--- config.mk ---
export PLATFORM = sky130hd
export DESIGN_NAME = pitch_step_sequencer_core
export DESIGN_NICKNAME = d
export VERILOG_FILES = /design/src/sv/pss_pkg.sv /design/src/sv/pitch_step_sequencer_core.sv /design/src/sv/pss_ram.sv /design/src/sv/pss_mod.sv
export SDC_FILE = /design/constraint.sdc
export NUM_CORES = 1
export LEC_CHECK = 0
export ABC_AREA = 1
export BUFFER_PORTS_ARGS = -buffer_cell sky130_fd_sc_hd__clkbuf_2
export CAP_MARGIN = 20
export CORE_ASPECT_RATIO = 0.75
export CORE_MARGIN = 5
export CORE_UTILIZATION = 68
export CTS_CLUSTER_DIAMETER = 80
export DETAILED_ROUTE_END_ITERATION = 7
export GPL_ROUTABILITY_DRIVEN = 0
export PLACE_DENSITY = 0.86
export SLEW_MARGIN = 20
export SYNTH_ARGS = -nofsm -noshare
export SYNTH_HDL_FRONTEND = slang
export SYNTH_SLANG_ARGS = --single-unit
export TNS_END_PERCENT = 50
--- constraint.sdc ---
create_clock -name i_clk -period 15.1 [get_ports i_clk]
set_clock_uncertainty 0.15 [all_clocks]
set_input_delay 3.02 -clock i_clk [delete_from_list [all_inputs] [get_ports i_clk]]
set_output_delay 3.02 -clock i_clk [all_outputs]
set_load 0.005 [all_outputs]
--- src/sv/pss_pkg.sv ---
// Shared types and codes for the pitch step sequencer.
package pss_pkg;

    typedef struct packed {
        logic [1:0] func;
        logic [7:0] new_position;
        logic [3:0] entry_index;
        logic [7:0] entry_pitch;
    } t_in_item;

    typedef struct packed {
        logic [7:0] pitch;
        logic [7:0] previous_pitch;
        logic [3:0] position;
    } t_out_item;

    // item functions
    localparam logic [1:0] FN_ADVANCE = 2'd0;
    localparam logic [1:0] FN_SET_POS = 2'd1;
    localparam logic [1:0] FN_WRITE   = 2'd2;
    localparam logic [1:0] FN_RESTART = 2'd3;

    // play orders
    localparam logic [1:0] ORD_FORWARD  = 2'd0;
    localparam logic [1:0] ORD_BACKWARD = 2'd1;
    localparam logic [1:0] ORD_PENDULUM = 2'd2;
    localparam logic [1:0] ORD_RANDOM   = 2'd3;

    // configuration register indexes
    localparam logic CFG_PLAY_ORDER = 1'b0;
    localparam logic CFG_SET_SIZE   = 1'b1;

    // generator constants
    localparam logic [31:0] LCG_MUL  = 32'd1103515245;
    localparam logic [31:0] LCG_INC  = 32'd12345;
    localparam logic [31:0] LCG_SEED = 32'h12345678;

endpackage

--- src/sv/pitch_step_sequencer_core.sv ---
// Top level of the pitch step sequencer: sequencer, generator and table.
//
// Steps through the first set_size entries (at most MAX_PITCHES) of a
// pitch table in forward, backward, pendulum or random order, one item
// at a time. Write-entry, restart and empty-set items skip the remainder
// unit; advance and set position items that need a remainder run through
// a bit-serial modulo unit, one dividend bit per cycle, and the random
// order first runs the 32x32 generator multiply. The two table reads
// share one RAM read port and are made one after the other. o_in_stall
// is high while an item is in progress; a finished result waits in the
// output register, so the next item may enter before it is taken.
// Configuration is taken only while the block is idle; writing play_order
// resets the pendulum direction to upward and should be followed by a
// restart item.
module pitch_step_sequencer_core #(
    parameter int MAX_PITCHES = 16
) (
    input  logic              i_clk,
    input  logic              i_rst_n,
    input  logic              i_in_valid,
    output logic              o_in_stall,
    input  pss_pkg::t_in_item i_in_data,
    output logic              o_out_valid,
    input  logic              i_out_stall,
    output pss_pkg::t_out_item o_out_data,
    input  logic              i_cfg_valid,
    output logic              o_cfg_ready,
    input  logic              i_cfg_index,
    input  logic [4:0]        i_cfg_data
);

    import pss_pkg::*;

    localparam int PW  = $clog2(MAX_PITCHES);
    localparam int SZW = $clog2(MAX_PITCHES + 1);
    localparam int DVW = (PW + 1 > 8) ? PW + 1 : 8;

    localparam logic [3:0] S_IDLE    = 4'd0;
    localparam logic [3:0] S_DECODE  = 4'd1;
    localparam logic [3:0] S_LCG     = 4'd2;
    localparam logic [3:0] S_DSTART  = 4'd3;
    localparam logic [3:0] S_DIV     = 4'd4;
    localparam logic [3:0] S_RD_CUR  = 4'd5;
    localparam logic [3:0] S_RD_PREV = 4'd6;
    localparam logic [3:0] S_OUT     = 4'd7;

    logic [3:0]     r_state;
    t_in_item       r_item;
    logic [1:0]     r_order;
    logic [4:0]     r_set_size;
    logic [PW-1:0]  r_cur;
    logic [PW-1:0]  r_prev;
    logic           r_up;
    logic [31:0]    r_rand;
    logic [DVW-1:0] r_opnd;
    logic [7:0]     r_pitch;
    logic           r_out_valid;
    t_out_item      r_out;

    logic [SZW-1:0] w_used;
    logic           w_in_take;
    logic           w_cfg_take;
    logic           w_out_load;
    logic           w_is_rand;
    logic           w_turn_up;
    logic           w_mod_start;
    logic           w_mod_done;
    logic [SZW-1:0] w_mod_rem;
    logic [DVW-1:0] w_mod_dvd;
    logic           w_we;
    logic [PW-1:0]  w_raddr;
    logic [7:0]     w_rdata;

    assign w_used = (32'(r_set_size) > MAX_PITCHES) ? SZW'(MAX_PITCHES) : SZW'(r_set_size);

    assign o_in_stall  = (r_state != S_IDLE);
    assign o_cfg_ready = (r_state == S_IDLE);
    assign w_in_take   = i_in_valid && (r_state == S_IDLE);
    assign w_cfg_take  = i_cfg_valid && (r_state == S_IDLE);
    assign w_out_load  = (r_state == S_OUT) && (!r_out_valid || !i_out_stall);
    assign w_is_rand   = (r_item.func == FN_ADVANCE) && (r_order == ORD_RANDOM);

    // pendulum direction after the end-of-range check
    always_comb begin
        w_turn_up = r_up;
        if (r_up && (32'(r_cur) >= 32'(w_used) - 1)) begin
            w_turn_up = 1'b0;
        end else if (!r_up && (r_cur == '0)) begin
            w_turn_up = 1'b1;
        end
    end

    assign w_mod_start = (r_state == S_DSTART);
    assign w_mod_dvd   = w_is_rand ? DVW'(r_rand[23:16]) : r_opnd;

    pss_mod #(
        .DVW (DVW),
        .SZW (SZW)
    ) u_mod (
        .i_clk      (i_clk),
        .i_rst_n    (i_rst_n),
        .i_start    (w_mod_start),
        .i_dividend (w_mod_dvd),
        .i_divisor  (w_used),
        .o_done     (w_mod_done),
        .o_rem      (w_mod_rem)
    );

    assign w_we    = (r_state == S_DECODE) && (r_item.func == FN_WRITE)
                     && (32'(r_item.entry_index) < MAX_PITCHES);
    assign w_raddr = (r_state == S_RD_CUR) ? r_cur : r_prev;

    pss_ram #(
        .WIDTH (8),
        .DEPTH (MAX_PITCHES)
    ) u_table (
        .i_clk   (i_clk),
        .i_we    (w_we),
        .i_waddr (PW'(r_item.entry_index)),
        .i_wdata (r_item.entry_pitch),
        .i_raddr (w_raddr),
        .o_rdata (w_rdata)
    );

    always_ff @(posedge i_clk) begin
        if (!i_rst_n) begin
            r_state     <= S_IDLE;
            r_order     <= ORD_FORWARD;
            r_set_size  <= '0;
            r_cur       <= '0;
            r_prev      <= '0;
            r_up        <= 1'b1;
            r_rand      <= LCG_SEED;
            r_out_valid <= 1'b0;
        end else begin
            if (w_out_load) begin
                r_out_valid <= 1'b1;
            end else if (r_out_valid && !i_out_stall) begin
                r_out_valid <= 1'b0;
            end
            if (w_cfg_take) begin
                case (i_cfg_index)
                    CFG_PLAY_ORDER: begin
                        r_order <= i_cfg_data[1:0];
                        r_up    <= 1'b1;
                    end
                    CFG_SET_SIZE: r_set_size <= i_cfg_data;
                    default: ;
                endcase
            end
            case (r_state)
                S_IDLE: begin
                    if (w_in_take) begin
                        r_state <= S_DECODE;
                    end
                end
                S_DECODE: begin
                    case (r_item.func)
                        FN_ADVANCE: begin
                            if (w_used == SZW'(1)) begin
                                r_prev  <= r_cur;
                                r_cur   <= '0;
                                r_state <= S_RD_CUR;
                            end else if (w_used != '0) begin
                                r_prev <= r_cur;
                                case (r_order)
                                    ORD_FORWARD: begin
                                        r_state <= S_DSTART;
                                    end
                                    ORD_BACKWARD: begin
                                        r_state <= S_DSTART;
                                    end
                                    ORD_PENDULUM: begin
                                        r_up    <= w_turn_up;
                                        r_cur   <= w_turn_up ? r_cur + 1'b1 : r_cur - 1'b1;
                                        r_state <= S_RD_CUR;
                                    end
                                    default: begin
                                        r_state <= S_LCG;
                                    end
                                endcase
                            end else begin
                                r_state <= S_RD_CUR;
                            end
                        end
                        FN_SET_POS: begin
                            if (w_used == '0) begin
                                r_cur   <= '0;
                                r_prev  <= '0;
                                r_state <= S_RD_CUR;
                            end else begin
                                r_prev  <= r_cur;
                                r_state <= S_DSTART;
                            end
                        end
                        FN_WRITE: begin
                            r_state <= S_RD_CUR;
                        end
                        default: begin
                            r_cur   <= '0;
                            r_prev  <= '0;
                            r_up    <= 1'b1;
                            r_state <= S_RD_CUR;
                        end
                    endcase
                end
                S_LCG: begin
                    r_rand  <= r_rand * LCG_MUL + LCG_INC;
                    r_state <= S_DSTART;
                end
                S_DSTART: begin
                    r_state <= S_DIV;
                end
                S_DIV: begin
                    if (w_mod_done) begin
                        r_cur   <= PW'(w_mod_rem);
                        r_state <= S_RD_CUR;
                    end
                end
                S_RD_CUR: begin
                    r_state <= S_RD_PREV;
                end
                S_RD_PREV: begin
                    r_state <= S_OUT;
                end
                S_OUT: begin
                    if (w_out_load) begin
                        r_state <= S_IDLE;
                    end
                end
                default: begin
                    r_state <= S_IDLE;
                end
            endcase
        end
    end

    // payload registers
    always_ff @(posedge i_clk) begin
        if (w_in_take) begin
            r_item <= i_in_data;
        end
        if (r_state == S_DECODE) begin
            if (r_item.func == FN_SET_POS) begin
                r_opnd <= DVW'(r_item.new_position);
            end else begin
                case (r_order)
                    ORD_BACKWARD: r_opnd <= DVW'(r_cur) + DVW'(w_used) - 1'b1;
                    default:      r_opnd <= DVW'(r_cur) + 1'b1;
                endcase
            end
        end
        // read data for the current position lands here
        if (r_state == S_RD_PREV) begin
            r_pitch <= w_rdata;
        end
        if (w_out_load) begin
            r_out.pitch          <= (w_used == '0) ? 8'd0 : r_pitch;
            r_out.previous_pitch <= (w_used == '0) ? 8'd0 : w_rdata;
            r_out.position       <= 4'(r_cur);
        end
    end

    assign o_out_valid = r_out_valid;
    assign o_out_data  = r_out;

endmodule

--- src/sv/pss_ram.sv ---
// Generic single-write, single-read RAM with registered read data.
module pss_ram #(
    parameter int WIDTH = 8,
    parameter int DEPTH = 16
) (
    input  logic                     i_clk,
    input  logic                     i_we,
    input  logic [$clog2(DEPTH)-1:0] i_waddr,
    input  logic [WIDTH-1:0]         i_wdata,
    input  logic [$clog2(DEPTH)-1:0] i_raddr,
    output logic [WIDTH-1:0]         o_rdata
);

    logic [WIDTH-1:0] r_mem [DEPTH];
    logic [WIDTH-1:0] r_rdata;

    always_ff @(posedge i_clk) begin
        if (i_we) begin
            r_mem[i_waddr] <= i_wdata;
        end
        r_rdata <= r_mem[i_raddr];
    end

    assign o_rdata = r_rdata;

endmodule

--- src/sv/pss_mod.sv ---
// Bit-serial restoring remainder unit: one dividend bit per cycle.
module pss_mod #(
    parameter int DVW = 9,
    parameter int SZW = 5
) (
    input  logic           i_clk,
    input  logic           i_rst_n,
    input  logic           i_start,
    input  logic [DVW-1:0] i_dividend,
    input  logic [SZW-1:0] i_divisor,
    output logic           o_done,
    output logic [SZW-1:0] o_rem
);

    localparam int CW = $clog2(DVW + 1);

    logic           r_busy;
    logic           r_done;
    logic [CW-1:0]  r_cnt;
    logic [DVW-1:0] r_dvd;
    logic [SZW-1:0] r_div;
    logic [SZW-1:0] r_rem;
    logic [SZW:0]   w_trial;
    logic [SZW-1:0] n_rem;

    always_comb begin
        w_trial = {r_rem, r_dvd[DVW-1]};
        if (w_trial >= {1'b0, r_div}) begin
            n_rem = SZW'(w_trial - {1'b0, r_div});
        end else begin
            n_rem = w_trial[SZW-1:0];
        end
    end

    always_ff @(posedge i_clk) begin
        if (!i_rst_n) begin
            r_busy <= 1'b0;
            r_done <= 1'b0;
            r_cnt  <= '0;
        end else begin
            r_done <= 1'b0;
            if (i_start) begin
                r_busy <= 1'b1;
                r_cnt  <= CW'(DVW);
            end else if (r_busy) begin
                r_cnt <= r_cnt - 1'b1;
                if (r_cnt == CW'(1)) begin
                    r_busy <= 1'b0;
                    r_done <= 1'b1;
                end
            end
        end
    end

    always_ff @(posedge i_clk) begin
        if (i_start) begin
            r_dvd <= i_dividend;
            r_div <= i_divisor;
            r_rem <= '0;
        end else if (r_busy) begin
            r_dvd <= {r_dvd[DVW-2:0], 1'b0};
            r_rem <= n_rem;
        end
    end

    assign o_done = r_done;
    assign o_rem  = r_rem;

endmodule

==> results of run 1 <==
[area by class of cell]
| cell class | count | area share |
|---|---|---|
| multi-input cells | 1046 | 0.442 |
| flip-flops and latches | 262 | 0.399 |
| inverters | 360 | 0.0751 |
| clock buffers | 28 | 0.0356 |
| well taps | 331 | 0.0228 |
| repair buffers | 60 | 0.0172 |
| clock inverters | 17 | 0.00855 |
[worst max-delay path by stage]
stage	from	end	slack, ns	cells after the start
after global routing	r_rand[13]	r_rand[22]	8.20	20
after global placement	r_rand[8]	r_rand[22]	8.80	20
after CTS	r_rand[0]	r_rand[19]	8.60	27
after detailed placement	r_rand[4]	r_rand[22]	8.64	21
final	r_rand[0]	r_rand[19]	8.39	27
after floorplan	r_rand[8]	r_rand[20]	9.29	20
[cell usage after synthesis (4+ instances only)]
cell type / count
a21o_1: 5
a21oi_1: 73
a31oi_1: 9
buf_2: 15
buf_6: 5
clkbuf_1: 13
dfxtp_1: 63
edfxtp_1: 199
fa_1: 103
ha_1: 168
inv_1: 347
inv_2: 8
nand2_1: 207
nand3_1: 54
nand4_1: 7
nor2_1: 152
nor3_1: 9
nor4_1: 4
o211ai_1: 25
o21ai_0: 118
o21ai_1: 22
o221ai_1: 27
o22ai_1: 13
o31ai_1: 4
xnor2_1: 4
xor2_1: 12
[cell families (layout without fill, tap and decap cells)]
group,after synthesis,in the layout,share of synthesized area
fa+ha+maj,271,271,0.247
flops,262,262,0.430
buf+inv,397,465,0.0933
compound gates,307,307,0.107
simple gates,452,452,0.113
xor+xnor,16,16,0.00833
[registers in the layout (all words and copies together) (netlist names), 8 cells and up]
signal / count
u_mod.r_dvd: 8
r_rand: 24
o_out_data: 20
r_opnd: 8
u_table.o_rdata: 8
r_pitch: 8
u_table.r_mem: 128
r_item: 22
[per-stage QoR]
stage,util,setup WS [ns]
after detailed placement,0.718,8.64
after global placement,0.718,8.80
after CTS,0.752,8.60
after global routing,0.752,8.20
final,0.752,8.39
after floorplan,-,9.29
[layer usage]
metal / wire [µm] / GRT usage
met4: 1090 / 0.0686
met3: 5840 / 0.0938
met2: 17900 / 0.446
met1: 16700 / 0.432
met5: 0 / 0
==> metrics.cfg, run 1 <==
[sta]
final.setup.tns_ns = 0
period_minus_slack_ns = 6.71
setup_violations = 0
slew_headroom = 0.360
fin_hold_ws_ns = 0.292
drv_slew = 0
finalCritPeriodShare = 0.444
rsz0062_at_grt = false
fmax_mhz = 149
finalHoldViolations = 0
worstMarginPinSlew_ns = 0.957

[worst_setup_path]
required_ns = 15.42
crit_slowest_cell = dfxtp_1
reg2reg_from = r_rand[0]
end_kind = flop
timing.rr.end = r_rand[19]
critPathMaxFanout = 9
worst_ep_arrival_time_ns = 7.03
cpPeakStageDelay_ns = 0.58
cpMostUsedCell = inv_1
cp_num_buf_inv = 9
reg2regPathDepth = 27
r2r_setup_slack_ns = 8.39
path_class = flop to flop
start_kind = flop
crit_family = adder cells

[finish]
fin_area_um2 = 18200
stdcell_count = 2104
layout.nets = 2059
drive_gt1_frac = 0.0733
layout_common_cells = inv_1 (347), nand2_1 (207), edfxtp_1 (199), ha_1 (168), nor2_1 (150)
final_common_cell = inv_1
nFillCells = 1585
seqCellArea_um2 = 7240
multi_input_area_um2 = 8020
area_delta_synth_final_pct = 7.89
diodes = 0

[status]
violations = DRC
status = finished with violations

[logic_synthesis]
synth_top_area_cell = edfxtp_1
syn_area_um2 = 16800
mappedNetlistNets = 2009
synth_seq_cells = 262
synth_top_area_frac = 0.355
synthArstFlopShare = 0
synth_flop_cell = edfxtp_1
synthCells = 1705
synthTopCellsByArea = edfxtp_1 (36%), ha_1 (12%), fa_1 (12%)
synth-edff-count = 199
seq_area_frac_synth = 0.430
ys_types = 50
avgSynthCellArea_um2 = 9.87
ys_warn_count = 0

[detailed_routing]
viasPerCell = 6.01
drtIter0Drc = 1613
ant_nets = 0
wl_per_cell_um = 19.8
drc = 2
drtPass1Iterations = 8
num_vias = 12600
drt-total-wl_um = 41600

[floorplan]
core-area_um2 = 24200
rows = 49
initial_core_util = 0.697
io_pins = 56
die_h_um = 146
die_w_um = 192
dieArea_um2 = 28000

[global_routing]
grt_overflow = 0
grt_pass1_wl_um = 65700
grt.total_usage = 0.298
grt_max_degree = 66
grt_antenna_before_repair = 0
grt_pass1_vias = 12600

[min_path]
min_from = u_table.o_rdata[6]
hold_depth = 0
hold_path_class = flop to flop
min_delay_worst_endpoint = r_pitch[6]

[clock_network]
clkLatencyLatePin_ns = 0.55
cts_buffers = 25
cts.sinks = 262
post_cts_buffers = 0
post_cts_resize_count = 0
clk_path_buf_depth = 3
clock-root-buffer = clkbuf_16
h-tree-depth = 1
cts_tree = done
ctsHoldBuffers = 0
cts.clk_slew.worst_paths_ns = 0.07

[placement]
place_area_um2 = 17400
io_buffers = 55
dp_hpwl_um = 30900
dp.cells = 2059

[job]
drv_cap = 0

Power of run 1 is not shown: default switching activity piles up to over one toggle a cycle in this logic, so the estimate is an artifact.
==> inputs of run 2 (changes only) <==
- ABC_AREA: 1 -> 0
- CORE_UTILIZATION: 68 -> 57
- PLACE_DENSITY: 0.86 -> 0.77
- clock period: 15.1 -> 5.6 ns (I/O delays scaled with it)
==> run 2 against run 1 <==
- the flow finishes with violations (setup timing)
- flip-flop and latch count unchanged
- sequential share of layout area decreased by 2.4 points
- die area is 15% higher
- final cell count fell by 9.0%
- non-clock buffer count grew 107
- register-to-register slack worse by 8.8 ns
- cell area rose by 6.9%
- critical path depth down 7
- clock-buffer cell count rose by 11
- worst setup slack worse by 8.8 ns
- first-iteration DRC count fell by 42%
- synthesized cell count shrank 21%
- critical endpoint is now r_rand[23]
- largest cell class unchanged
==> metrics.cfg, run 2 <==
[logic_synthesis]
synth_seq_cells = 262  ; unchanged
synth_top_area_frac = 0.364  ; +0.00927
ys_types = 56  ; +12%
syn_area_um2 = 16400  ; -2.5%
synth_top_area_cell = edfxtp_1
synthArstFlopShare = 0  ; unchanged
synthTopCellsByArea = edfxtp_1 (36%), ha_1 (13%), fa_1 (13%)
synth-edff-count = 199  ; unchanged
yosysMostFrequentCell = inv_1
mappedNetlistNets = 1651  ; -18%
ys_warn_count = 0  ; unchanged
seq_area_frac_synth = 0.441  ; +0.0112
synthCells = 1347  ; -21%
synth_flop_cell = edfxtp_1
avgSynthCellArea_um2 = 12.2  ; +23%
synth_common_cells = inv_1 (247), edfxtp_1 (199), ha_1 (168), fa_1 (103), nand2_1 (68)

[floorplan]
die_w_um = 206  ; +7.4%
dieArea_um2 = 32300  ; +15%
initial_core_util = 0.582  ; -0.115
rows = 53  ; +8.2%
io_pins = 56  ; unchanged
core-area_um2 = 28200  ; +17%
die_h_um = 157  ; +7.3%

[global_routing]
grt_max_degree = 50  ; -24%
grt_overflow = 0  ; unchanged
grt.total_usage = 0.243  ; -0.0547
busiest_layer = met1
grt_antenna_before_repair = 0  ; unchanged
grt_use_met1 = 0.368  ; -0.0638
met3_usage = 0.0587  ; -0.0351
grt_pass1_wl_um = 61000  ; -7.1%
use_met2 = 0.366  ; -0.0800
grt_pass1_vias = 11100  ; -12%

[worst_setup_path]
worst_ep_arrival_time_ns = 6.31  ; -0.72 ns
reg2regPathDepth = 20  ; -26%
reg2reg_from = r_rand[12]
critPathMaxFanout = 4  ; -5
critPathLaunch = r_rand[12]
start_kind = flop
r2r_setup_slack_ns = -0.37  ; -8.77 ns
path_class = flop to flop
end_kind = flop
required_ns = 5.93  ; -9.49 ns
timing.rr.end = r_rand[23]

[clock_network]
clock-root-buffer = clkbuf_16
clk_path_buf_depth = 3  ; unchanged
cts_tree = done
cts.sinks = 262  ; unchanged
clkLatencyLatePin_ns = 0.55  ; about the same
cts_buffers = 26  ; +4.0%
h-tree-depth = 1  ; unchanged
cts.clk_slew.worst_paths_ns = 0.06  ; about the same

[finish]
largest_reg_flops = 128  ; unchanged
layout.nets = 1814  ; -12%
area_delta_synth_final_pct = 18.3
nFillCells = 1935  ; +22%
final_common_cell = inv_1
fin_util = 0.688  ; -0.0633
top_regs = u_table.r_mem x128, r_rand x24, r_item x22
layout_common_cells = inv_1 (232), edfxtp_1 (199), ha_1 (136), buf_4 (105), fa_1 (95)
drive_gt1_frac = 0.223  ; +0.150
top_register = u_table.r_mem
diodes = 0  ; unchanged

[min_path]
hold_path_class = flop to flop
min_delay_worst_endpoint = r_pitch[4]
hold_depth = 0  ; unchanged
min_from = u_table.o_rdata[4]

[sta]
finalCritPeriodShare = 1.07  ; +0.623
setup_slack_ns = -0.374  ; -8.77 ns
period_minus_slack_ns = 5.97  ; -0.732 ns
worstMarginPinSlew_ns = 1.07  ; +0.112 ns
fin_hold_ws_ns = 0.279  ; -0.0135 ns
setup_violations = 10  ; +10
finalHoldViolations = 0  ; unchanged
rsz0062_at_grt = true
slew_headroom = 0.282  ; -0.0781
drv_slew = 0  ; unchanged
fmax_mhz = 167  ; +12%

[detailed_routing]
drtIter0Drc = 931  ; -42%
num_vias = 10700  ; -15%
drt-total-wl_um = 38500  ; -7.5%
wl_per_cell_um = 20.1  ; +1.6%
drtPass1Iterations = 5  ; -3
ant_nets = 0  ; unchanged
drc = 0  ; -2
viasPerCell = 5.61  ; -6.7%

[placement]
dp_hpwl_um = 28600  ; -7.3%
io_buffers = 55  ; unchanged

[status]
status = finished with violations
violations = setup timing

[job]
drv_cap = 0  ; unchanged

[run 2: cell count changes after synthesis, sizes merged, moves of 31 or more]
| cell | delta |
|---|---|
| xnor2 | +33 |
| mux4 | +32 |
| nand2 | -145 |
| a21oi | -31 |
| o21ai | -116 |
| inv | -110 |
| nor2 | -98 |
| nand3 | -38 |
[run 2: how the worst max path moves through the flow]
stage                      end  depth (start not counted)
floorplan           r_rand[20]                         22
global placement    r_rand[20]                         22
detailed placement  r_rand[23]                         21
CTS                 r_rand[20]                         21
global route        r_rand[20]                         22
finish              r_rand[23]                         20
[run 2: final cells by class]
type                            instances  area, µm²  area share
Multi-Input combinational cell        804       8670       0.447
Sequential cell                       262       7270       0.375
Timing Repair Buffer                  167       1150      0.0591
Inverter                              249        937      0.0483
Clock buffer                           39        769      0.0397
Tap cell                              385        482      0.0248
Clock inverter                          9        123     0.00632
[run 2: worst max-delay path, stage by stage, from the launching register on]
cell and delay [ns]:
dfxtp_4 0.36, buf_6 0.13, ha_4 0.28, ha_4 0.21, fa_1 0.55, inv_2 0.04, fa_1 0.55, inv_2 0.04
fa_1 0.45, fa_1 0.54, inv_2 0.06, fa_1 0.53, inv_1 0.05, fa_1 0.49, ha_4 0.31, and2_4 0.16
nand4_1 0.16, a31oi_4 0.31, a31oi_2 0.12, or3_1 0.33, nand3_1 0.08
[run 2: through the flow]
| step | worst slack [ns] | setup TNS [ns] | instances | instance area (µm²) |
|---|---|---|---|---|
| after global placement | -0.430 | -2.96 | 1856 | 18000 |
| after CTS | -0.396 | -1.84 | 1913 | 19200 |
| final | -0.374 | -2.14 | 1915 | 19400 |
| after global routing | -0.535 | -3.92 | 1915 | 19400 |
| after detailed placement | -0.474 | -3.37 | 1857 | 18000 |
| after floorplan | -0.270 | -0.343 | 1347 | 16600 |
[run 2: routing by layer]
| metal | wire length, µm | vias up |
|---|---|---|
| met5 | 66 | - |
| met2 | 17200 | 471 |
| met4 | 626 | 2 |
| li1 | - | 4943 |
| met3 | 3670 | 57 |
| met1 | 16900 | 5264 |
[run 2: cells by family (layout without fill, tap and decap cells)]
group	count (synthesis)	after routing	synth area share
AO/OA/AOI/OAI	169	169	0.0674
XOR/XNOR	57	57	0.0304
adder cells (fa/ha/maj)	271	271	0.254
buffers and inverters	281	464	0.0682
flip-flops	262	262	0.441
multiplexers	62	62	0.0664
AND/OR/NAND/NOR	245	245	0.0723
[run 2: repair_timing]
action / in CTS / in global routing
gates resized for setup: 55 / 39
hold endpoints to repair: 0 / 0
setup buffers: 9 / 1
pin swaps: 52 / 43
hold buffers: 0 / 0
endpoints found under the setup margin: 11 / 13
Power of run 2 is left out for the same reason.
